===== config.mk =====
export PLATFORM = sky130hd
export DESIGN_NAME = neighbor_mask_autotile_resolver_top
export DESIGN_NICKNAME = d
export VERILOG_FILES = /design/src/rtl/core/ntr_pkg.sv /design/src/rtl/core/ntr_fifo.sv /design/src/rtl/core/ntr_front.sv /design/src/rtl/core/ntr_engine.sv /design/src/rtl/core/neighbor_mask_autotile_resolver_top.sv
export SDC_FILE = /design/constraint.sdc
export NUM_CORES = 2
export LEC_CHECK = 0
export BUFFER_PORTS_ARGS = -buffer_cell sky130_fd_sc_hd__buf_2
export CAP_MARGIN = 20
export CORE_ASPECT_RATIO = 0.9
export CORE_MARGIN = 5
export CORE_UTILIZATION = 45
export CTS_BUF_LIST = sky130_fd_sc_hd__clkbuf_4 sky130_fd_sc_hd__clkbuf_8 sky130_fd_sc_hd__clkbuf_16
export DETAILED_ROUTE_END_ITERATION = 12
export PLACE_DENSITY = 0.68
export REMOVE_ABC_BUFFERS = 1
export SYNTH_ARGS = -nofsm -noshare
export SYNTH_HDL_FRONTEND = slang
export SYNTH_SLANG_ARGS = --single-unit

===== constraint.sdc =====
create_clock -name clk -period 28.9 [get_ports clk]
set_input_delay 8.67 -clock clk [delete_from_list [all_inputs] [get_ports clk]]
set_output_delay 8.67 -clock clk [all_outputs]
set_load 0.1 [all_outputs]

===== src/rtl/core/ntr_pkg.sv =====
// shared types and constants for the neighbor mask autotile resolver
// used by the front, engine and top modules under rtl/core, no dependencies
package ntr_pkg;

  localparam int TILE_W         = 16;
  localparam int VARIANTS       = 16;
  localparam int VAR_W          = 4;
  localparam int NB_COUNT       = 4;
  localparam int RULE_SLOTS_DEF = 8;
  localparam int QUEUE_DEPTH    = 2;

  localparam logic [1:0] CMD_WRITE   = 2'd0;
  localparam logic [1:0] CMD_CLEAR   = 2'd1;
  localparam logic [1:0] CMD_RESOLVE = 2'd2;

  typedef logic signed [TILE_W-1:0] tile_t;

  typedef enum logic [1:0] {
    OP_WRITE,
    OP_CLEAR,
    OP_RESOLVE,
    OP_NOP
  } op_t;

  typedef struct packed {
    logic [1:0]          cmd;
    tile_t               base_id;
    logic [VAR_W-1:0]    variant_index;
    tile_t               variant_value;
    tile_t               center_tile;
    tile_t               up_tile;
    tile_t               right_tile;
    tile_t               down_tile;
    tile_t               left_tile;
    logic [NB_COUNT-1:0] neighbor_present;
  } in_item_t;

  typedef struct packed {
    tile_t new_tile;
    logic  rule_applied;
    logic  table_full;
  } out_item_t;

  typedef struct packed {
    op_t      op;
    tile_t    key;
    in_item_t item;
  } work_t;

endpackage


===== src/rtl/core/ntr_fifo.sv =====
// small register fifo used between the front, engine and result side
// generic width, no package dependencies
module ntr_fifo #(
  parameter int WIDTH = 8,
  parameter int DEPTH = 2
) (
  input  logic             clk,
  input  logic             rst,
  input  logic             wr_en,
  input  logic [WIDTH-1:0] wr_data,
  output logic             full,
  input  logic             rd_en,
  output logic [WIDTH-1:0] rd_data,
  output logic             empty
);

  localparam int AW   = (DEPTH > 1) ? $clog2(DEPTH) : 1;
  localparam int CNTW = $clog2(DEPTH + 1);

  logic [WIDTH-1:0] mem [DEPTH];
  logic [AW-1:0]    wr_ptr;
  logic [AW-1:0]    rd_ptr;
  logic [CNTW-1:0]  count;
  logic             do_wr;
  logic             do_rd;

  assign full    = (count == CNTW'(DEPTH));
  assign empty   = (count == '0);
  assign do_wr   = wr_en && !full;
  assign do_rd   = rd_en && !empty;
  assign rd_data = mem[rd_ptr];

  always_ff @(posedge clk) begin
    if (rst) begin
      wr_ptr <= '0;
      rd_ptr <= '0;
      count  <= '0;
    end else begin
      if (do_wr) begin
        wr_ptr <= (wr_ptr == AW'(DEPTH - 1)) ? '0 : AW'(wr_ptr + 1'b1);
      end
      if (do_rd) begin
        rd_ptr <= (rd_ptr == AW'(DEPTH - 1)) ? '0 : AW'(rd_ptr + 1'b1);
      end
      case ({do_wr, do_rd})
        2'b10:   count <= CNTW'(count + 1'b1);
        2'b01:   count <= CNTW'(count - 1'b1);
        default: count <= count;
      endcase
    end
  end

  always_ff @(posedge clk) begin
    if (do_wr) begin
      mem[wr_ptr] <= wr_data;
    end
  end

endmodule


===== src/rtl/core/ntr_front.sv =====
// front end: takes input transactions, decodes the command and lookup key
// depends on ntr_pkg and ntr_fifo
module ntr_front (
  input  logic             clk,
  input  logic             rst,
  input  ntr_pkg::in_item_t item,
  input  logic             push,
  output logic             full,
  output ntr_pkg::work_t   wk,
  output logic             wk_empty,
  input  logic             wk_pop
);

  ntr_pkg::work_t   dec;
  logic [$bits(ntr_pkg::work_t)-1:0] wk_bits;

  always_comb begin
    dec.item = item;
    unique case (item.cmd)
      ntr_pkg::CMD_WRITE:   dec.op = ntr_pkg::OP_WRITE;
      ntr_pkg::CMD_CLEAR:   dec.op = ntr_pkg::OP_CLEAR;
      ntr_pkg::CMD_RESOLVE: dec.op = ntr_pkg::OP_RESOLVE;
      default:              dec.op = ntr_pkg::OP_NOP;
    endcase
    dec.key = (dec.op == ntr_pkg::OP_RESOLVE) ? item.center_tile : item.base_id;
  end

  ntr_fifo #(
    .WIDTH($bits(ntr_pkg::work_t)),
    .DEPTH(ntr_pkg::QUEUE_DEPTH)
  ) u_work_q (
    .clk     (clk),
    .rst     (rst),
    .wr_en   (push),
    .wr_data (dec),
    .full    (full),
    .rd_en   (wk_pop),
    .rd_data (wk_bits),
    .empty   (wk_empty)
  );

  assign wk = wk_bits;

endmodule


===== src/rtl/core/ntr_engine.sv =====
// back end: rule table storage and the scan sequencer for write, clear, resolve
// depends on ntr_pkg
module ntr_engine #(
  parameter int RULE_SLOTS = ntr_pkg::RULE_SLOTS_DEF
) (
  input  logic               clk,
  input  logic               rst,
  input  ntr_pkg::work_t     wk,
  input  logic               wk_empty,
  output logic               wk_pop,
  output ntr_pkg::out_item_t res,
  output logic               res_push,
  input  logic               res_full
);

  localparam int SW    = (RULE_SLOTS > 1) ? $clog2(RULE_SLOTS) : 1;
  localparam int CW    = $clog2(RULE_SLOTS + 1);
  localparam int VW    = ntr_pkg::VAR_W;
  localparam int AW    = SW + VW;
  localparam int NB    = ntr_pkg::NB_COUNT;
  localparam int TW    = ntr_pkg::TILE_W;
  localparam int DEPTH = RULE_SLOTS * ntr_pkg::VARIANTS;

  typedef enum logic [3:0] {
    S_IDLE,
    S_BSCAN,
    S_FILL,
    S_VSCAN,
    S_BREAD,
    S_BWAIT,
    S_NSCAN,
    S_VREAD,
    S_VWAIT,
    S_DONE
  } state_t;

  // rule table
  logic [TW-1:0]         base_mem [RULE_SLOTS];
  logic [TW-1:0]         var_mem  [DEPTH];
  logic [RULE_SLOTS-1:0] active;
  logic [CW-1:0]         rule_count, rule_count_next;
  logic [TW-1:0]         base_rdata;
  logic [TW-1:0]         var_rdata;

  // sequencer registers
  state_t                state, state_next;
  ntr_pkg::op_t          op, op_next;
  ntr_pkg::tile_t        key, key_next;
  ntr_pkg::in_item_t     itm, itm_next;
  logic [CW-1:0]         scan_slot, scan_slot_next;
  logic [VW:0]           scan_v, scan_v_next;
  logic                  rd_vld, rd_vld_next;
  logic [SW-1:0]         rd_slot, rd_slot_next;
  logic [SW-1:0]         slot, slot_next;
  logic [TW-1:0]         fam_base, fam_base_next;
  logic [NB-1:0]         hits, hits_next;
  ntr_pkg::out_item_t    res_next;

  // memory and mark controls
  logic                  base_we;
  logic [SW-1:0]         base_waddr;
  logic [SW-1:0]         base_raddr;
  logic                  var_we;
  logic [AW-1:0]         var_waddr;
  logic [TW-1:0]         var_wdata;
  logic [AW-1:0]         var_raddr;
  logic                  act_we;
  logic [SW-1:0]         act_idx;
  logic                  act_val;

  logic [TW-1:0]         nb [NB];
  logic [NB-1:0]         base_hits;
  logic [VW-1:0]         mask;
  logic                  issue;
  logic                  slot_ok;

  always_comb begin
    nb[0] = itm.up_tile;
    nb[1] = itm.right_tile;
    nb[2] = itm.down_tile;
    nb[3] = itm.left_tile;
    for (int i = 0; i < NB; i++) begin
      base_hits[i] = (nb[i] == fam_base);
    end
    mask = (hits | base_hits) & itm.neighbor_present;
  end

  always_comb begin
    state_next      = state;
    op_next         = op;
    key_next        = key;
    itm_next        = itm;
    scan_slot_next  = scan_slot;
    scan_v_next     = scan_v;
    rd_vld_next     = 1'b0;
    rd_slot_next    = rd_slot;
    slot_next       = slot;
    fam_base_next   = fam_base;
    hits_next       = hits;
    res_next        = res;
    rule_count_next = rule_count;
    base_we         = 1'b0;
    base_waddr      = rule_count[SW-1:0];
    base_raddr      = scan_slot[SW-1:0];
    var_we          = 1'b0;
    var_waddr       = {slot, scan_v[VW-1:0]};
    var_wdata       = '0;
    var_raddr       = {scan_slot[SW-1:0], scan_v[VW-1:0]};
    act_we          = 1'b0;
    act_idx         = rd_slot;
    act_val         = 1'b0;
    wk_pop          = 1'b0;
    res_push        = 1'b0;
    issue           = 1'b0;
    slot_ok         = 1'b0;

    unique case (state)
      S_IDLE: begin
        if (!wk_empty) begin
          wk_pop         = 1'b1;
          op_next        = wk.op;
          key_next       = wk.key;
          itm_next       = wk.item;
          scan_slot_next = '0;
          scan_v_next    = '0;
          hits_next      = '0;
          res_next       = '0;
          state_next     = (wk.op == ntr_pkg::OP_NOP) ? S_DONE : S_BSCAN;
        end
      end

      S_BSCAN: begin
        issue        = (scan_slot < rule_count);
        rd_vld_next  = issue;
        rd_slot_next = scan_slot[SW-1:0];
        if (issue) begin
          scan_slot_next = CW'(scan_slot + 1'b1);
        end
        if (rd_vld && (base_rdata == key) &&
            ((op != ntr_pkg::OP_RESOLVE) || active[rd_slot])) begin
          rd_vld_next   = 1'b0;
          slot_next     = rd_slot;
          fam_base_next = base_rdata;
          case (op)
            ntr_pkg::OP_WRITE: begin
              var_we     = 1'b1;
              var_waddr  = {rd_slot, itm.variant_index};
              var_wdata  = itm.variant_value;
              act_we     = 1'b1;
              act_val    = 1'b1;
              state_next = S_DONE;
            end
            ntr_pkg::OP_CLEAR: begin
              act_we     = 1'b1;
              state_next = S_DONE;
            end
            default: begin
              scan_v_next = '0;
              hits_next   = '0;
              state_next  = S_NSCAN;
            end
          endcase
        end else if (!issue && !rd_vld) begin
          case (op)
            ntr_pkg::OP_WRITE: begin
              if (rule_count == CW'(RULE_SLOTS)) begin
                res_next.table_full = 1'b1;
                state_next          = S_DONE;
              end else begin
                base_we         = 1'b1;
                slot_next       = rule_count[SW-1:0];
                rule_count_next = CW'(rule_count + 1'b1);
                act_we          = 1'b1;
                act_idx         = rule_count[SW-1:0];
                act_val         = 1'b1;
                scan_v_next     = '0;
                state_next      = S_FILL;
              end
            end
            ntr_pkg::OP_CLEAR: begin
              state_next = S_DONE;
            end
            default: begin
              scan_slot_next = '0;
              scan_v_next    = '0;
              state_next     = S_VSCAN;
            end
          endcase
        end
      end

      // new rule: zero every variant, the written one gets its value
      S_FILL: begin
        var_we      = 1'b1;
        var_wdata   = (scan_v[VW-1:0] == itm.variant_index) ? itm.variant_value : '0;
        scan_v_next = (VW+1)'(scan_v + 1'b1);
        if (scan_v[VW-1:0] == '1) begin
          state_next = S_DONE;
        end
      end

      // lowest active rule whose variants hold the center tile
      S_VSCAN: begin
        slot_ok      = (scan_slot < rule_count);
        issue        = slot_ok && active[scan_slot[SW-1:0]];
        rd_vld_next  = issue;
        rd_slot_next = scan_slot[SW-1:0];
        if (slot_ok && (!issue || (scan_v[VW-1:0] == '1))) begin
          scan_slot_next = CW'(scan_slot + 1'b1);
          scan_v_next    = '0;
        end else if (issue) begin
          scan_v_next = (VW+1)'(scan_v + 1'b1);
        end
        if (rd_vld && (var_rdata == key)) begin
          rd_vld_next = 1'b0;
          slot_next   = rd_slot;
          state_next  = S_BREAD;
        end else if (!slot_ok && !rd_vld) begin
          res_next.new_tile = key;
          state_next        = S_DONE;
        end
      end

      S_BREAD: begin
        base_raddr = slot;
        state_next = S_BWAIT;
      end

      S_BWAIT: begin
        fam_base_next = base_rdata;
        scan_v_next   = '0;
        hits_next     = '0;
        state_next    = S_NSCAN;
      end

      // neighbor family check against every variant of the chosen rule
      S_NSCAN: begin
        issue     = !scan_v[VW];
        var_raddr = {slot, scan_v[VW-1:0]};
        rd_vld_next = issue;
        if (issue) begin
          scan_v_next = (VW+1)'(scan_v + 1'b1);
        end
        if (rd_vld) begin
          for (int i = 0; i < NB; i++) begin
            hits_next[i] = hits[i] | (nb[i] == var_rdata);
          end
        end
        if (!issue && !rd_vld) begin
          state_next = S_VREAD;
        end
      end

      S_VREAD: begin
        var_raddr  = {slot, mask};
        state_next = S_VWAIT;
      end

      S_VWAIT: begin
        res_next.new_tile     = var_rdata;
        res_next.rule_applied = 1'b1;
        state_next            = S_DONE;
      end

      S_DONE: begin
        if (!res_full) begin
          res_push   = 1'b1;
          state_next = S_IDLE;
        end
      end

      default: begin
        state_next = S_IDLE;
      end
    endcase
  end

  always_ff @(posedge clk) begin
    if (rst) begin
      state      <= S_IDLE;
      rule_count <= '0;
      active     <= '0;
      rd_vld     <= 1'b0;
    end else begin
      state      <= state_next;
      rule_count <= rule_count_next;
      rd_vld     <= rd_vld_next;
      if (act_we) begin
        active[act_idx] <= act_val;
      end
    end
    op        <= op_next;
    key       <= key_next;
    itm       <= itm_next;
    scan_slot <= scan_slot_next;
    scan_v    <= scan_v_next;
    rd_slot   <= rd_slot_next;
    slot      <= slot_next;
    fam_base  <= fam_base_next;
    hits      <= hits_next;
    res       <= res_next;
  end

  always_ff @(posedge clk) begin
    if (base_we) begin
      base_mem[base_waddr] <= key;
    end
    base_rdata <= base_mem[base_raddr];
  end

  always_ff @(posedge clk) begin
    if (var_we) begin
      var_mem[var_waddr] <= var_wdata;
    end
    var_rdata <= var_mem[var_raddr];
  end

`ifndef NO_ASSERTIONS
  a_count_bound: assert property (@(posedge clk) disable iff (rst)
    rule_count <= CW'(RULE_SLOTS))
    else $error("rule count beyond table size");

  a_count_step: assert property (@(posedge clk) disable iff (rst)
    rule_count != $past(rule_count) |-> rule_count == CW'($past(rule_count) + 1'b1))
    else $error("rule count moved by other than one");

  a_push_space: assert property (@(posedge clk) disable iff (rst)
    res_push |-> !res_full)
    else $error("result pushed into full queue");

  a_pop_ready: assert property (@(posedge clk) disable iff (rst)
    wk_pop |-> !wk_empty && state == S_IDLE)
    else $error("work popped while busy or empty");

  a_full_result: assert property (@(posedge clk) disable iff (rst)
    res_push && res.table_full |-> !res.rule_applied && res.new_tile == '0)
    else $error("table full result carries a tile");
`endif

endmodule


===== src/rtl/core/neighbor_mask_autotile_resolver_top.sv =====
// the engine works on one transaction at a time; scans read one table entry per cycle
// two-entry queues on the input and result sides let each side stall on its own
// reset (rst, synchronous): queues empty, rule count zero, all rules inactive, no sweep
module neighbor_mask_autotile_resolver_top #(
  parameter int RULE_SLOTS = ntr_pkg::RULE_SLOTS_DEF
) (
  input  logic               clk,
  input  logic               rst,
  input  ntr_pkg::in_item_t  item,
  input  logic               push,
  output logic               full,
  output ntr_pkg::out_item_t result,
  output logic               empty,
  input  logic               pop
);

  ntr_pkg::work_t     wk;
  logic               wk_empty;
  logic               wk_pop;
  ntr_pkg::out_item_t res;
  logic               res_push;
  logic               res_full;
  logic [$bits(ntr_pkg::out_item_t)-1:0] result_bits;

  ntr_front u_front (
    .clk      (clk),
    .rst      (rst),
    .item     (item),
    .push     (push),
    .full     (full),
    .wk       (wk),
    .wk_empty (wk_empty),
    .wk_pop   (wk_pop)
  );

  ntr_engine #(
    .RULE_SLOTS(RULE_SLOTS)
  ) u_engine (
    .clk      (clk),
    .rst      (rst),
    .wk       (wk),
    .wk_empty (wk_empty),
    .wk_pop   (wk_pop),
    .res      (res),
    .res_push (res_push),
    .res_full (res_full)
  );

  ntr_fifo #(
    .WIDTH($bits(ntr_pkg::out_item_t)),
    .DEPTH(ntr_pkg::QUEUE_DEPTH)
  ) u_result_q (
    .clk     (clk),
    .rst     (rst),
    .wr_en   (res_push),
    .wr_data (res),
    .full    (res_full),
    .rd_en   (pop),
    .rd_data (result_bits),
    .empty   (empty)
  );

  assign result = result_bits;

endmodule


---- After elaboration in Yosys (flattened, before gate mapping) ----
Memories as Yosys holds them, arrays and structs flattened. A register that Yosys moved wholly into a read port is not among the register bits.
Cells that the tools add are included.
cells by class
  $add $sub $neg .......................... 11
  $mul .................................... 0
  div/mod/pow operators ................... 0
  order comparisons ....................... 5
  equality and inequality tests ........... 58
  shift operators ......................... 0
  mux-type cells .......................... 113
  bitwise gates (word level) .............. 9
  reductions and logical operators ........ 51
operators by type and width
  kind                                                  count
  equality test 16 bit                                  10
  2-to-1 mux 16 bit                                     7
  2-to-1 mux 4 bit                                      20
  case mux 16 bit (2 select lines)                      2
  case mux 16 bit (3 select lines)                      1
  2-to-1 mux 1 bit                                      41
  2-to-1 mux 5 bit                                      8
  case mux 4 bit (10 select lines)                      1
  2-to-1 mux 3 bit                                      11
  case mux 5 bit (6 select lines)                       1
  2-to-1 mux 7 bit                                      3
  2-to-1 mux 18 bit                                     1
  != test 2 x 1 -> 1 bit (second input constant)        9
  equality test 4 x 3 -> 1 bit (second input constant)  4
  equality test 4 bit (second input constant)           4
  != test 2 bit (second input constant)                 8
  case mux 4 bit (4 select lines)                       1
  AND reduction 5 bit                                   3
  equality test 2 bit (second input constant)           7
  case mux 7 bit (2 select lines)                       1
  logical AND 1 bit                                     12
  < comparator 3 x 4 -> 1 bit (second input constant)   3
  case mux 4 bit (3 select lines)                       1
  AND reduction 6 bit                                   2
  other kinds (43)                                      86
storage, ports and cells
  flip-flop bits (word level) ............. 184
  bits in latches ......................... 0
  RAM bits ................................ 2,492
  bits in read-only memories .............. 0
  input port bits ......................... 126
  output and inout port bits .............. 20
  word-level logic and storage cells ...... 280
  memories ................................ 4
memory list
  name                  depth  width  rd ports  clocked after memory_dff  write ports  RTL line          source
  u_engine.var_mem      128    16     1         1                         1            ntr_engine.sv:39  logic [TW-1:0] var_mem [DEPTH];
  u_front.u_work_q.mem  2      140    1         1                         1            ntr_fifo.sv:20    logic [WIDTH-1:0] mem [DEPTH];
  u_engine.base_mem     8      16     1         1                         1            ntr_engine.sv:38  logic [TW-1:0] base_mem [RULE_SLOTS];
  u_result_q.mem        2      18     1         1                         1            ntr_fifo.sv:20

---- Longest topological paths before layout ----
  depth after elaboration ................. 11
  mapped depth ............................ 18
  depth with buffers taken out ............ 11

---- Cells and area by module ----
A second synthesis with hierarchy kept.
unflattened totals
  cells, all modules ...................... 6,946
  area total of the unflattened synthesis .. 106,591.0 µm²
modules (own cells, without submodules)
  module                        times used  cells an instance  area each (µm²)  seq. area each (µm²)
  ntr_engine                    1           6,381              94,444.3         71,098.2
  ntr_fifo at u_front.u_work_q  1           462                10,352.4         8,508.2
  ntr_fifo at u_result_q        1           82                 1,517.7          1,181.1
  ntr_front                     1           21                 276.5            0.0

---- Least setup slack after synthesis ----
Ideal clock, no wire load.
  kind .................................... input port to flip-flop
  start ................................... input port push
  end ..................................... memory u_front.u_work_q.mem[0][0] (netlist name), enable pin
  setup time .............................. 0.572 ns
  arrival ................................. 13.172 ns
  required time ........................... 28.328 ns
  slack ................................... 15.156 ns
  cell stages on the path ................. 2
  buffers on the path ..................... 0
  path through ............................ nand2_1 -> nor2_1
on the way
  word-level cells in the longest chain between the ends .. 3
RTL lines
  what                                    RTL line                                   source
  start: declaration                      neighbor_mask_autotile_resolver_top.sv:10  input logic push,
  logical AND 1 bit                       ntr_fifo.sv:29                             assign do_wr = wr_en && !full;
  2-to-1 mux 1 bit                        ntr_fifo.sv:54                             if (do_wr) begin
  2-to-1 mux 1 bit (not written as such)  ntr_fifo.sv:55                             mem[wr_ptr] <= wr_data;
  end: declaration                        ntr_fifo.sv:20
No other way between the ends.

==> flow_summary.yaml <==
route:
  wl_per_cell_um: 29.90
  drc: 0
  drt_iter0_markers: 10800
  finalWirelength_um: 320400
  drt-pass1-iter-count: 6
  antenna_left: 0
  vias: 66500
  via_per_inst: 6.205
timing:
  rsz0062_at_grt: "no"
  clock_skew_ns: 0.08077
  period_share: 0.3850
  max_freq_ghz: 0.08987
  slew_violations: 0
  timing.setup.tns_ns: 0
  tightest_slew_ns: 1.337
  worst_hold_slack_ns: 0.4584
  hold_viol_final: 0
  relSlewSlack: 0.1008
  fin_ws_ns: 17.77
  setup_viol: 0
  period_needed_ns: 11.13
logic_synthesis:
  muxShareOfSynthArea: 0.06007
  yosys_register_bits: 2642
  ys_types: 90
  synth_compound_gate_area_share: 0.05097
  synthAdderAreaFrac: 0.001184
  synth_cells: 7164
  synth_top_family_by_area: "simple AND/OR/NAND/NOR gates"
  syn_avg_cell_area_um2: 14.76
  ys_seq_area_frac: 0.7449
  netlist_area_um2: 105700
  synth-async-reset-ratio: 0
  synth_ff_type: "edfxtp_1"
  yosysWarningCount: 0
  synth_edf_count: 2583
  synth_xor_xnor_area_share: 0.01475
  synth-simple-area-share: 0.1043
placed_design:
  portBuffers: 145
  place_ws_ns: 17.87
  dp_hpwl_um: 193900
  dpl_cell_area_um2: 110600
  gp_congestion: 0.9554
grt:
  grt_util_all_layers: 0.2538
  antenna_found_initial: 14
  grt_overflow: 0
  grt_pass1_vias: 62760
  grt_pass1_wl_um: 453000
  grt_start_max_net_pins: 117
cells_and_area:
  finalInstanceArea_um2: 119400
  drive_above_1_share: 0.1588
  final_common_cell: "edfxtp_1"
  mostFrequentLayoutCells: "2,583 x edfxtp_1, 1,338 x nand2_1, 610 x nand3_1"
  area_delta_synth_final_pct: 12.95
  num-nets-final: 7584
  post-route-util: 0.5117
power_and_ir_drop:
  p_leak_nw: 42.05
  power_density_nw_per_um2: 95.84
  ir_drop_mv: 0.07443
cts:
  cts_tree: "yes"
  cts_hold_buf: 0
  clock_tree.buffer_depth: 4
  cts_num_sinks: 2642
  htree_num_levels: 5
  clk_pin_slew_ns: 0.06
  cts_resized: 0
  postCtsSetupBuffers: 0
  cts_root_buf: "clkbuf_16"
  clock_latency_ns: 0.93
  numCtsBuffers: 284
floorplanning:
  design.die.area_um2: 244700
  die_y_um: 469.8
  core-area_um2: 233300
  die_x_um: 520.9
  start_util: 0.4531
  ios: 146
  row_count: 168
worst_setup_path:
  critPathMaxFanout: 18
  cp_data_arrival_time_ns: 2.46
  critPathKind: "reg -> out"
  crit_path_end_kind: "output port"
  worstSetupStartpointType: "flop"
  cp.required_ns: 20.23
flow_run:
  maxCapViolCount: 0
status:
  status: "finished, final reports clean"
worst_hold_path:
  hp-class: "reg -> reg"
state kept, by name (all words and copies together), names as in the netlist, 3 cells and up, named ones only:
| signal | flops |
|---|---|
| u_engine.slot | 3 |
| u_engine.var_mem | 2048 |
| u_engine.scan_v | 5 |
| u_engine.state | 4 |
| u_engine.scan_slot | 4 |
| u_engine.key | 16 |
| u_engine.base_rdata | 16 |
| u_engine.active | 8 |
| u_engine.hits | 4 |
| u_engine.rule_count | 4 |
| u_result_q.mem | 36 |
| u_engine.base_mem | 128 |
| u_front.u_work_q.mem | 212 |
| u_engine.res | 18 |
| u_engine.fam_base | 16 |
| u_engine.var_rdata | 16 |
| u_engine.itm | 88 |
| u_engine.rd_slot | 3 |
worst paths after layout:
path	end	slack (ns)	startpoint	cells after the start
setup / recovery	result[13]	17.77	flop	2
setup reg to reg	u_engine.var_rdata[2]	21.88	u_engine.state[0]	12
hold / removal	u_result_q.mem[0][11]	0.46	u_engine.res[11]	0
hold reg to reg	u_result_q.mem[0][11]	0.46	u_engine.res[11]	0
critical path: stages, from the launching register on:
cell     delay, ns
dfxtp_1       0.83
mux2_2        0.30
buf_2         0.43
final cells by class:
cell class / count / area (um^2)
Tap cell: 3060 / 3829
Multi-Input combinational cell: 4058 / 24950
Antenna cell: 17 / 42.54
Clock inverter: 133 / 1003
Inverter: 21 / 78.83
Timing Repair Buffer: 441 / 3058
Clock buffer: 345 / 7695
Fill cell: 18980 / 113900
Sequential cell: 2642 / 78750
report_power, final:
part | internal (mW) | switching [mW]
clock network | 2.00 | 1.44
logic | 0.904 | 2.38
registers | 4.46 | 0.257
cells in the mapped netlist, types with 66 or more instances:
library cell	n	area, um^2
a21oi_1	235	1176
nor2_1	280	1051
mux2_2	208	2342
a31oi_1	66	412.9
mux2i_1	283	2833
nand3_1	610	3053
edfxtp_1	2583	77560
xnor2_1	131	1147
a22oi_1	69	518.0
buf_2	162	810.8
nand2_1	1341	5034
nand4_1	81	506.7
o21ai_0	72	360.4
clkbuf_1	153	574.3
metrics by stage:
| step | std cells | total power [mW] |
|---|---|---|
| after floorplan | 6721 | 7.189 |
| after global placement | 10210 | 7.880 |
| after detailed placement | 10210 | 7.921 |
| after CTS | 10690 | 11.34 |
| after global routing | 10700 | 11.74 |
| final | 10720 | 11.44 |
logic make-up (layout without fill, tap and decap cells):
group / Yosys count / count (layout)
AO/OA/AOI/OAI: 799 / 799
multiplexers: 543 / 543
XOR/XNOR: 178 / 178
adder cells (fa/ha/maj): 10 / 10
buffers and inverters: 464 / 940
AND/OR/NAND/NOR: 2528 / 2528
other: 0 / 17
flip-flops: 2642 / 2642
per-layer routing:
metal,share of wire,global-route usage,vias to the layer above
met5,0.00066,0.005875,-
met4,0.052,0.1171,4
met3,0.15,0.08317,822
met2,0.43,0.3599,4891
met1,0.38,0.3552,33120
li1,-,-,27660
Note: power is estimated with default switching activity, not from simulation.
